### config.mk
export PLATFORM = sky130hd
export DESIGN_NAME = hs_cell
export DESIGN_NICKNAME = d
export VERILOG_FILES = /design/src/hs_pkg.sv /design/src/hs_cell.sv
export SDC_FILE = /design/constraint.sdc
export NUM_CORES = 1
export LEC_CHECK = 0
export BUFFER_PORTS_ARGS = -buffer_cell sky130_fd_sc_hd__buf_2
export CAP_MARGIN = 20
export CORE_AREA = 2 2 83 85
export DETAILED_ROUTE_END_ITERATION = 6
export DIE_AREA = 0 0 85 87
export GPL_ROUTABILITY_DRIVEN = 0
export GPL_TIMING_DRIVEN = 0
export PLACE_DENSITY = 0.88
export SYNTH_ARGS = -nofsm -noshare
export SYNTH_HDL_FRONTEND = slang
export SYNTH_SLANG_ARGS = --single-unit
export TNS_END_PERCENT = 1
### constraint.sdc
create_clock -name clk_i -period 3 [get_ports clk_i]
set_input_delay 0.45 -clock clk_i [delete_from_list [all_inputs] [get_ports clk_i]]
set_output_delay 0.45 -clock clk_i [all_outputs]
set_load 0.02 [all_outputs]
### src/hs_pkg.sv
// ----------------------------------------------------------------------------
// hs_pkg
// Shared widths, defaults and the per-cycle broadcast type of the heap sorter.
// ----------------------------------------------------------------------------
`default_nettype none

package hs_pkg;

  localparam int unsigned DATA_W    = 32;
  localparam int unsigned DEPTH_DEF = 64;

  // Command broadcast from the control logic to every cell in the chain
  typedef struct packed {
    logic                     ins;    // insert x into the sorted chain
    logic                     shift;  // move every value one cell toward the head
    logic signed [DATA_W-1:0] x;      // value being inserted
  } hs_bcast_t;

endpackage

`default_nettype wire

### src/hs_cell.sv
// ----------------------------------------------------------------------------
// hs_cell
// One cell of the sorting chain: holds one value, compares it against the
// broadcast value and either keeps it, takes the new value, or takes the
// value of a neighbor.
// ----------------------------------------------------------------------------
`default_nettype none

module hs_cell
  import hs_pkg::*;
(
  input  wire logic                     clk_i,
  input  wire hs_bcast_t                ctl_i,
  input  wire logic                     occ_i,
  input  wire logic                     left_gt_i,
  input  wire logic signed [DATA_W-1:0] left_val_i,
  input  wire logic signed [DATA_W-1:0] right_val_i,
  output logic                          gt_o,
  output logic signed [DATA_W-1:0]      val_o
);

  logic signed [DATA_W-1:0] val_q;
  logic signed [DATA_W-1:0] val_d;

  // An empty cell acts as plus infinity so new values land at the tail
  assign gt_o  = !occ_i || (val_q > ctl_i.x);
  assign val_o = val_q;

  // Insert: the first cell above x takes x, later ones take the left value.
  // Drain: take the value of the right neighbor.
  always_comb begin
    val_d = val_q;
    if (ctl_i.ins && gt_o) begin
      val_d = left_gt_i ? left_val_i : ctl_i.x;
    end else if (ctl_i.shift) begin
      val_d = right_val_i;
    end
  end

  always_ff @(posedge clk_i) begin
    val_q <= val_d;
  end

endmodule

`default_nettype wire

==> impl_metrics.json, run 1 <==
{
  "max_freq_ghz": 0.337,
  "grt_use_total": 0.185,
  "clockRootBuffer": "clkbuf_8",
  "grt_max_degree": 17,
  "syn2layout_area_growth_pct": 34.1,
  "max-slew-margin-rel": 0.650,
  "dp_slack_ps": -311,
  "yosysWarnings": 0,
  "io_pins": 134,
  "drt-initial-drc-count": 54,
  "drive_gt1_frac": 0.469,
  "clk_latency_ps": 280,
  "period_share": 0.988,
  "final_common_cell": "buf_2",
  "initial_core_util": 0.407,
  "htreeDepth": 2,
  "drcViolationCount": 0,
  "setup_ws_ps": 36.2,
  "critPathCaptureType": "flop",
  "dp_hpwl_mm": 5.57,
  "outcome": "completed",
  "p_leak_nw": 1.84,
  "hold_viol_final": 0,
  "synth_area_per_cell_um2": 10.2,
  "reg2regPathDepth": 9,
  "arrival_ps": 2980,
  "min_path_type": "in -> reg",
  "wl_per_cell_um": 14.7,
  "die_h_um": 87,
  "setup-violations-final": 0,
  "p_sw_uw": 687,
  "powerDensity_nw_per_um2": 525,
  "crit_path_max_fanout": 16,
  "hold_buffers": 0,
  "synth_cells": 263,
  "die_width_um": 85,
  "synth_fp_nets": 396,
  "fin_crit_ps": 2960,
  "peakVddDrop_v": 0.000235,
  "clock_power_share": 0.165,
  "crit_path_start_kind": "flop",
  "drv_cap": 0,
  "intPower_mw": 1.20,
  "design.core.area_um2": 6570,
  "clkSinkCount": 32,
  "synth_seq_area_share": 0.359,
  "regToRegSetupSlack_ps": 40,
  "dpl_cell_area_um2": 3450,
  "finalNetCount": 538,
  "syn_area_um2": 2680,
  "seq_power_share": 0.361,
  "cts_tree": "built",
  "grt_overflow": 0,
  "viasPerCell": 5.07,
  "crit_chain": "ha_4 -> nand4_1 -> or4_4 -> nand2b_4 -> and3_4 -> a2bb2oi_2 -> o311ai_4 -> buf_6 -> or2_4",
  "cp.required_ps": 3010,
  "rsz0062_at_grt": "true",
  "row_count": 30,
  "cts_buffer_depth": 2,
  "dr.pass1.iters": 4,
  "netSwitchingFraction": 0.365,
  "grt_pass1_wl_mm": 10.8,
  "fin_skew_ps": 5.62,
  "vias": 2457,
  "cts-buffers-inserted": 5,
  "maxSlewViolCount": 0,
  "hold_ws_ps": 468,
  "antenna_found_initial": 0,
  "ys_types": 29,
  "crit_path_top_delay_cell": "or4_4",
  "comb_power_share": 0.474,
  "min_path_cells": 2,
  "synth-seq-cells": 32,
  "design_area_um2": 3590,
  "grt_pass1_vias": 2463,
  "diodes": 0,
  "die_area_um2": 7400,
  "path_clk_slew_ps": 70,
  "routed_wl_mm": 7.13,
  "tightest_slew_ps": 522,
  "largest_register_ffs": 32,
  "crit_type": "reg -> reg",
  "io_buffers": 132,
  "cpPeakStageDelay_ps": 580,
  "drtAntennaViolNets": 0,
  "final_cell_mix": "buf_2 (133), nand2_1 (40), inv_1 (35), o21ai_0 (35), edfxtp_1 (32)"
}
==> Yosys cell counts (all sizes together) <==
cell type	n	area (um^2)
ha	32	400
edfxtp	32	961
clkbuf	6	22.5
nand2b	1	13.8
or3	1	6.26
o21a	1	7.51
nor3	3	15.0
a2bb2oi	1	15.0
o311ai	1	26.3
mux2	33	480
nor4	1	6.26
nor2b	1	6.26
nand4	8	50.1
inv	35	131
buf	4	38.8
nand2	40	150
a21o	1	7.51
a21oi	16	80.1
nand3	3	15.0
o211ai	2	15.0
or2	1	6.26
or4	1	11.3
a21bo	1	10.0
and3	1	11.3
o21ai	36	180
a221oi	1	8.76
==> layer usage <==
metal / track usage / routed length [um]
met1: 0.219 / 3040
met4: 0.0577 / 59
met5: 0 / 0
met2: 0.339 / 3580
met3: 0.0341 / 453
==> final cells by class <==
cell class,instances,area (um^2)
buffer,10,61.3
clock buffer,6,72.6
clock inverter,1,5.00
fill,580,2980
inverter,35,131
multi-input combinational,188,1590
sequential,32,961
tap,80,100
timing repair buffer,133,668
==> critical path, delay by kind of cell, from the launching register on <==
family,cells,cell delay (ps)
AOI/OAI and AO/OA,2,330
buffers and inverters,1,210
DFF,1,440
adders and majority gates,1,300
and+or+nand+nor,5,1410
==> kinds of logic (layout without fill, tap and decap cells) <==
family,Yosys count,count (layout),share of synthesized area
adder cells (fa/ha/maj),32,32,0.150
flip-flops,32,32,0.359
multiplexers,33,33,0.180
AND/OR/NAND/NOR,61,63,0.109
buffers and inverters,45,185,0.0720
AO/OA/AOI/OAI,60,60,0.131
==> worst paths after layout <==
check,startpoint,end
worst max-delay path,val_o[27],val_o[11]
worst min register to register,val_o[31],val_o[23]
worst min-delay path,right_val_i[23],val_o[23]
worst max register to register,val_o[27],val_o[11]
==> per-stage QoR <==
stage | total power, mW | utilization | std cells | TNS (ps)
2_1_floorplan | 1.28 | - | 263 | 0
3_3_place_gp | 1.52 | 0.526 | 475 | -10930
3_5_place_dp | 1.56 | 0.526 | 475 | -13360
4_1_cts | 1.89 | 0.543 | 483 | -357
5_1_grt | 2.01 | 0.546 | 485 | -2590
6_report | 1.88 | 0.546 | 485 | 0
==> timing repair <==
item,in CTS,in global routing
pin swaps,3,4
endpoints found under the setup margin,33,62
gates resized for setup,4,2
setup buffers,0,1
endpoints found under the hold margin,0,0
cloned,1,1
==> power by group through the flow <==
stage	registers [mW]	logic, mW	clock network [mW]
after floorplan	0.803	0.479	0
after global placement	0.683	0.839	0
after detailed placement	0.687	0.868	0
after CTS	0.680	0.888	0.323
after global routing	0.690	0.971	0.346
final	0.680	0.894	0.311
(Power assumes the default switching activity.)
==> run 2, diff against run 1 <==
--- a/config.mk
+++ b/config.mk
@@ -7,12 +7,12 @@
 export LEC_CHECK = 0
 export BUFFER_PORTS_ARGS = -buffer_cell sky130_fd_sc_hd__buf_2
 export CAP_MARGIN = 20
-export CORE_AREA = 2 2 83 85
+export CORE_AREA = 2 2 69 103
 export DETAILED_ROUTE_END_ITERATION = 6
-export DIE_AREA = 0 0 85 87
+export DIE_AREA = 0 0 71 105
 export GPL_ROUTABILITY_DRIVEN = 0
 export GPL_TIMING_DRIVEN = 0
-export PLACE_DENSITY = 0.88
+export PLACE_DENSITY = 0.87
 export SYNTH_ARGS = -nofsm -noshare
 export SYNTH_HDL_FRONTEND = slang
 export SYNTH_SLANG_ARGS = --single-unit
==> run 2 against run 1 <==
  * Core utilization up 1.2 points
  * Cell count is 0.21% higher
  * Combinational power increased by 2.7%
==> impl_metrics.json, run 2 (synthesis results as in run 1) <==
{
  "crit_chain": "ha_4 -> nand4_1 -> or4_4 -> nand2b_4 -> and3_4 -> o21ai_1 -> o311ai_4 -> buf_6 -> or2_4",
  "io_buffers": 132,
  "htreeDepth": 2,
  "grt_overflow": 0,
  "antenna_found_initial": 0,
  "hold_viol_final": 0,
  "critPathCaptureType": "flop",
  "netSwitchingFraction": 0.352,
  "drtAntennaViolNets": 0,
  "drive_gt1_frac": 0.476,
  "cts-buffers-inserted": 5,
  "hold_ws_ps": 459,
  "path_buf_inv": 1,
  "clock_power_share": 0.205,
  "die_area_um2": 7460,
  "grt_pass1_vias": 2657,
  "holdPathEnd": "val_o[21]",
  "hold_start": "right_val_i[21]",
  "clk_latency_ps": 290,
  "rsz0062_at_grt": "true",
  "cpPeakStageDelay_ps": 590,
  "ff_latch_area_um2": 961,
  "outcome": "completed",
  "diodes": 0,
  "cp.required_ps": 3030,
  "crit_path_top_delay_cell": "or4_4",
  "dp_hpwl_mm": 5.69,
  "routed_wl_mm": 7.37,
  "path_clk_slew_ps": 70,
  "p_sw_uw": 707,
  "r2r-start": "val_o[27]",
  "seq_power_share": 0.338,
  "min_path_cells": 2,
  "final_cell_mix": "buf_2 (133), nand2_1 (40), inv_1 (35), o21ai_0 (35), edfxtp_1 (32)",
  "vias": 2461,
  "io_pins": 134,
  "nFillCells": 564,
  "fin_skew_ps": 8.86,
  "reg2regPathDepth": 9,
  "reg2reg_to": "val_o[30]",
  "dr.pass1.iters": 4,
  "intPower_mw": 1.30,
  "setup-violations-final": 0,
  "initial_core_util": 0.410,
  "final_common_cell": "buf_2",
  "drt-initial-drc-count": 160,
  "drcViolationCount": 0,
  "grt_pass1_wl_mm": 11.8,
  "viasPerCell": 5.06,
  "fin_crit_ps": 2990,
  "syn2layout_area_growth_pct": 36.2,
  "regToRegSetupSlack_ps": 10,
  "p_leak_nw": 1.87,
  "finalNetCount": 542,
  "drv_cap": 0,
  "largest_register_ffs": 32,
  "multi_input_area_um2": 1600,
  "cp_top_family": "simple AND/OR/NAND/NOR gates",
  "clkSinkCount": 32,
  "die_width_um": 71,
  "clockRootBuffer": "clkbuf_8",
  "powerDensity_nw_per_um2": 551,
  "cts_tree": "built",
  "period_share": 0.997,
  "design.core.area_um2": 6530,
  "maxSlewViolCount": 0,
  "grt_max_degree": 17,
  "wl_per_cell_um": 15.2,
  "peakVddDrop_v": 0.000342,
  "crit_path_start_kind": "flop",
  "dp_slack_ps": -342,
  "min_path_type": "in -> reg",
  "cts_buffer_depth": 2,
  "grt_use_total": 0.200,
  "arrival_ps": 3020,
  "setup_ws_ps": 9.78,
  "hold_buffers": 0,
  "crit_path_max_fanout": 13,
  "comb_power_share": 0.457,
  "row_count": 36,
  "die_h_um": 105,
  "max_freq_ghz": 0.334,
  "tightest_slew_ps": 506,
  "crit_type": "reg -> reg",
  "max-slew-margin-rel": 0.660
}
-- run 2: cell count changes in the layout (fill, tap and decap cells not counted) --
cell and change:
buf_4 +3, or2_4 +1, bufinv_16 +1
-- run 2: layout make-up --
type                       count  share of cell area
inverter                      35              0.0360
clock buffer                   6              0.0199
clock inverter                 2             0.00961
tap                           76              0.0261
multi-input combinational    189               0.438
timing repair buffer         136               0.189
buffer                        10              0.0168
sequential                    32               0.264
-- run 2: how the worst max path moves through the flow --
| stage | startpoint | endpoint | slack [ps] | cells past startpoint |
|---|---|---|---|---|
| 2_1_floorplan | val_o[27] | val_o[0] | 5 | 9 |
| 3_3_place_gp | ctl_i[27] | val_o[13] | -270 | 11 |
| 3_5_place_dp | ctl_i[27] | val_o[14] | -340 | 11 |
| 4_1_cts | val_o[27] | val_o[30] | 1 | 9 |
| 5_1_grt | val_o[27] | gt_o | -90 | 8 |
| 6_report | val_o[27] | val_o[30] | 10 | 9 |
-- run 2: power groups by stage --
stage                     logic [mW]  registers [mW]  clock network, mW
after floorplan                0.479           0.803                  0
after detailed placement       0.875           0.687                  0
after global placement         0.843           0.683                  0
after CTS                      0.907           0.680              0.424
after global routing            1.00           0.692              0.444
final                          0.918           0.680              0.412
-- run 2: worst reg2reg max path, stage by stage, from the launching register on --
cell and delay, ps:
edfxtp_1 430, ha_4 310, nand4_1 160, or4_4 590, nand2b_4 170, and3_4 200, o21ai_1 140, o311ai_4 200
buf_6 220, or2_4 330
-- run 2: metrics by stage --
stage / instances / utilization / setup TNS, ps / instance area (um^2) / total power [mW]
3_5_place_dp: 471 / 0.528 / -15030 / 3450 / 1.56
3_3_place_gp: 471 / 0.528 / -10950 / 3450 / 1.53
6_report: 486 / 0.558 / 0 / 3640 / 2.01
2_1_floorplan: 263 / - / 0 / 2690 / 1.28
5_1_grt: 486 / 0.558 / -3310 / 3640 / 2.14
4_1_cts: 483 / 0.554 / 0 / 3620 / 2.01
-- run 2: repair_timing --
item                       in CTS  in global routing
gates cloned                    2                  1
pin swaps                       4                  2
setup endpoints to repair      37                 62
resized for setup               6                  1
buffers inserted                2                  2
-- run 2: routing by layer --
metal	vias up	global-route usage	part of all wire
met5	-	0	0
met4	0	0.0499	0.011
met3	7	0.0405	0.054
met2	95	0.391	0.54
met1	1119	0.212	0.39
li1	1240	-	-
==> run 3, diff against run 2 <==
--- a/config.mk
+++ b/config.mk
@@ -5,6 +5,7 @@
 export SDC_FILE = /design/constraint.sdc
 export NUM_CORES = 1
 export LEC_CHECK = 0
+export ABC_AREA = 1
 export BUFFER_PORTS_ARGS = -buffer_cell sky130_fd_sc_hd__buf_2
 export CAP_MARGIN = 20
 export CORE_AREA = 2 2 69 103
==> run 3 against run 2 <==
  * Combinational power fell by 27%
  * Clock skew down 5.1 ps
  * Sequential cell count unchanged
  * Count of clock-buffer cells in the layout rose by 1
==> impl_metrics.json, run 3 <==
{
  "cp_num_cells": 11,
  "antenna_found_initial": 0,
  "synth_cells": 360,
  "fin_crit_ps": 2760,
  "clockRootBuffer": "clkbuf_8",
  "synth_edf_count": 32,
  "syn_area_um2": 2670,
  "cp_top_family": "simple AND/OR/NAND/NOR gates",
  "synth-main-ff-cell": "edfxtp_1",
  "io_pins": 134,
  "die_h_um": 105,
  "crit_path_max_fanout": 10,
  "clkSinkCount": 32,
  "cts_tree": "built",
  "largest_register_ffs": 32,
  "grt_overflow": 0,
  "grt_pass1_vias": 2826,
  "use_met3": 0.0347,
  "final_common_cell": "nand2_1",
  "wl_per_cell_um": 12.8,
  "critPathCaptureType": "output pin",
  "htreeDepth": 2,
  "tightest_slew_ps": 517,
  "arrival_ps": 2310,
  "synth_area_leaders": "edfxtp_1 (36%), nand2_1 (19%), ha_1 (15%)",
  "min_path_cells": 3,
  "cts_buffer_depth": 2,
  "synth_fp_nets": 493,
  "grt_pass1_wl_mm": 12.3,
  "die_width_um": 71,
  "dp_cells": 568,
  "synth_area_per_cell_um2": 7.41,
  "drv_cap": 0,
  "drcViolationCount": 0,
  "drive_gt1_frac": 0.304,
  "stdcell_count": 576,
  "synth_commonest_cells": "nand2_1 (135), inv_1 (42), nand3_1 (35), o21ai_0 (33)",
  "hold_viol_final": 0,
  "crit_path_start_kind": "flop",
  "die_area_um2": 7460,
  "post-synth-top-count-cell": "nand2_1",
  "clk_latency_ps": 280,
  "path_buf_inv": 2,
  "vias": 2836,
  "cts_setup_buffers": 0,
  "drt-initial-drc-count": 145,
  "outcome": "completed",
  "powerDensity_nw_per_um2": 455,
  "ys_types": 20,
  "crit_path_top_delay_cell": "edfxtp_1",
  "reg2regPathDepth": 13,
  "min_path_type": "in -> reg",
  "max_freq_ghz": 0.363,
  "io_buffers": 131,
  "routed_wl_mm": 7.39,
  "diodes": 0,
  "finalNetCount": 632,
  "dr.pass1.iters": 4,
  "path_common_cell": "nand2_1",
  "ys_async_sr_fraction": 0,
  "row_count": 36,
  "cts-buffers-inserted": 5,
  "crit_type": "reg -> out",
  "yosysWarnings": 0,
  "initial_core_util": 0.408,
  "viasPerCell": 4.92,
  "synth_seq_area_share": 0.360,
  "p_leak_nw": 1.99,
  "cpPeakStageDelay_ps": 440,
  "maxSlewViolCount": 0,
  "rsz0062_at_grt": "false",
  "max-slew-margin-rel": 0.655,
  "met1_usage": 0.228,
  "final_cell_mix": "nand2_1 (134), buf_2 (132), inv_1 (42), nand3_1 (35), o21ai_0 (33)",
  "yosysTopAreaCellShare": 0.360,
  "synth_top_area_cell": "edfxtp_1",
  "cp.required_ps": 2550,
  "grt_max_degree": 19,
  "peakVddDrop_v": 0.000330,
  "met2_usage": 0.392,
  "grt_use_total": 0.203,
  "top_usage_layer": "met2",
  "syn2layout_area_growth_pct": 32.9,
  "setup-violations-final": 0,
  "path_clk_slew_ps": 70,
  "drtAntennaViolNets": 0,
  "synth-seq-cells": 32,
  "tns_ps": 0,
  "crit_chain": "ha_4 -> nand2_1 -> nor2_2 -> nand2_1 -> nor3b_2 -> nand2_1 -> nand3_1 -> nand3_2 -> nand2_4 -> buf_4 -> buf_2",
  "hold_buffers": 0,
  "dp_hpwl_mm": 5.93,
  "period_share": 0.919,
  "design.core.area_um2": 6530,
  "fin_skew_ps": 3.76
}
-- run 3: per-layer routing --
metal / vias up / wire, um
met5: - / 0
met4: 0 / 61
met3: 7 / 535
met2: 111 / 3830
met1: 1259 / 2960
li1: 1459 / -
-- run 3: final timing paths --
| path | from | end | slack [ps] |
|---|---|---|---|
| max | val_o[31] | gt_o | 240 |
| min reg2reg | val_o[31] | val_o[1] | 1110 |
| max reg2reg | val_o[31] | val_o[13] | 380 |
| min | right_val_i[22] | val_o[22] | 430 |
-- run 3: kinds of logic after synthesis --
family                   after synthesis  synth area share
AND/OR/NAND/NOR                      186             0.292
buffers and inverters                 59            0.0962
AO/OA/AOI/OAI                         50            0.0967
adder cells (fa/ha/maj)               32             0.150
flip-flops                            32             0.360
multiplexers                           1           0.00422
-- run 3: final cells by class --
| class | count | area (um^2) |
|---|---|---|
| fillers | 612 | 2990 |
| inverters | 42 | 158 |
| flip-flops and latches | 32 | 961 |
| clock inverters | 1 | 3.75 |
| clock buffers | 7 | 76.3 |
| plain buffers | 17 | 98.8 |
| well taps | 76 | 95.1 |
| repair buffers | 132 | 683 |
| multi-input cells | 269 | 1470 |
-- run 3: timing repair --
action | 4_1_cts | 5_1_grt
pin swaps | 0 | 0
endpoints found under the setup margin | 18 | 19
hold endpoints to repair | 0 | 0
gates resized for setup | 1 | 2
-- run 3: per-stage QoR --
stage,instance area [um^2],total power [mW],setup WS (ps),hold slack [ps],utilization
after floorplan,2670,1.06,70.8,629,-
after global placement,3420,1.27,-533,712,0.523
after detailed placement,3440,1.30,-261,716,0.527
after CTS,3530,1.63,166,422,0.540
after global routing,3540,1.74,38.0,428,0.543
final,3540,1.61,243,433,0.543
-- run 3: tightest hold or removal path: cells and delay by family --
| family | cells | cell delay [ps] |
|---|---|---|
| AND/OR/NAND/NOR | 2 | 80 |
| buffers and inverters | 1 | 70 |
-- run 3: report_power, final --
part / switching (mW) / internal [mW]
clock: 0.156 / 0.161
combinational: 0.406 / 0.263
sequential: 0.0385 / 0.589
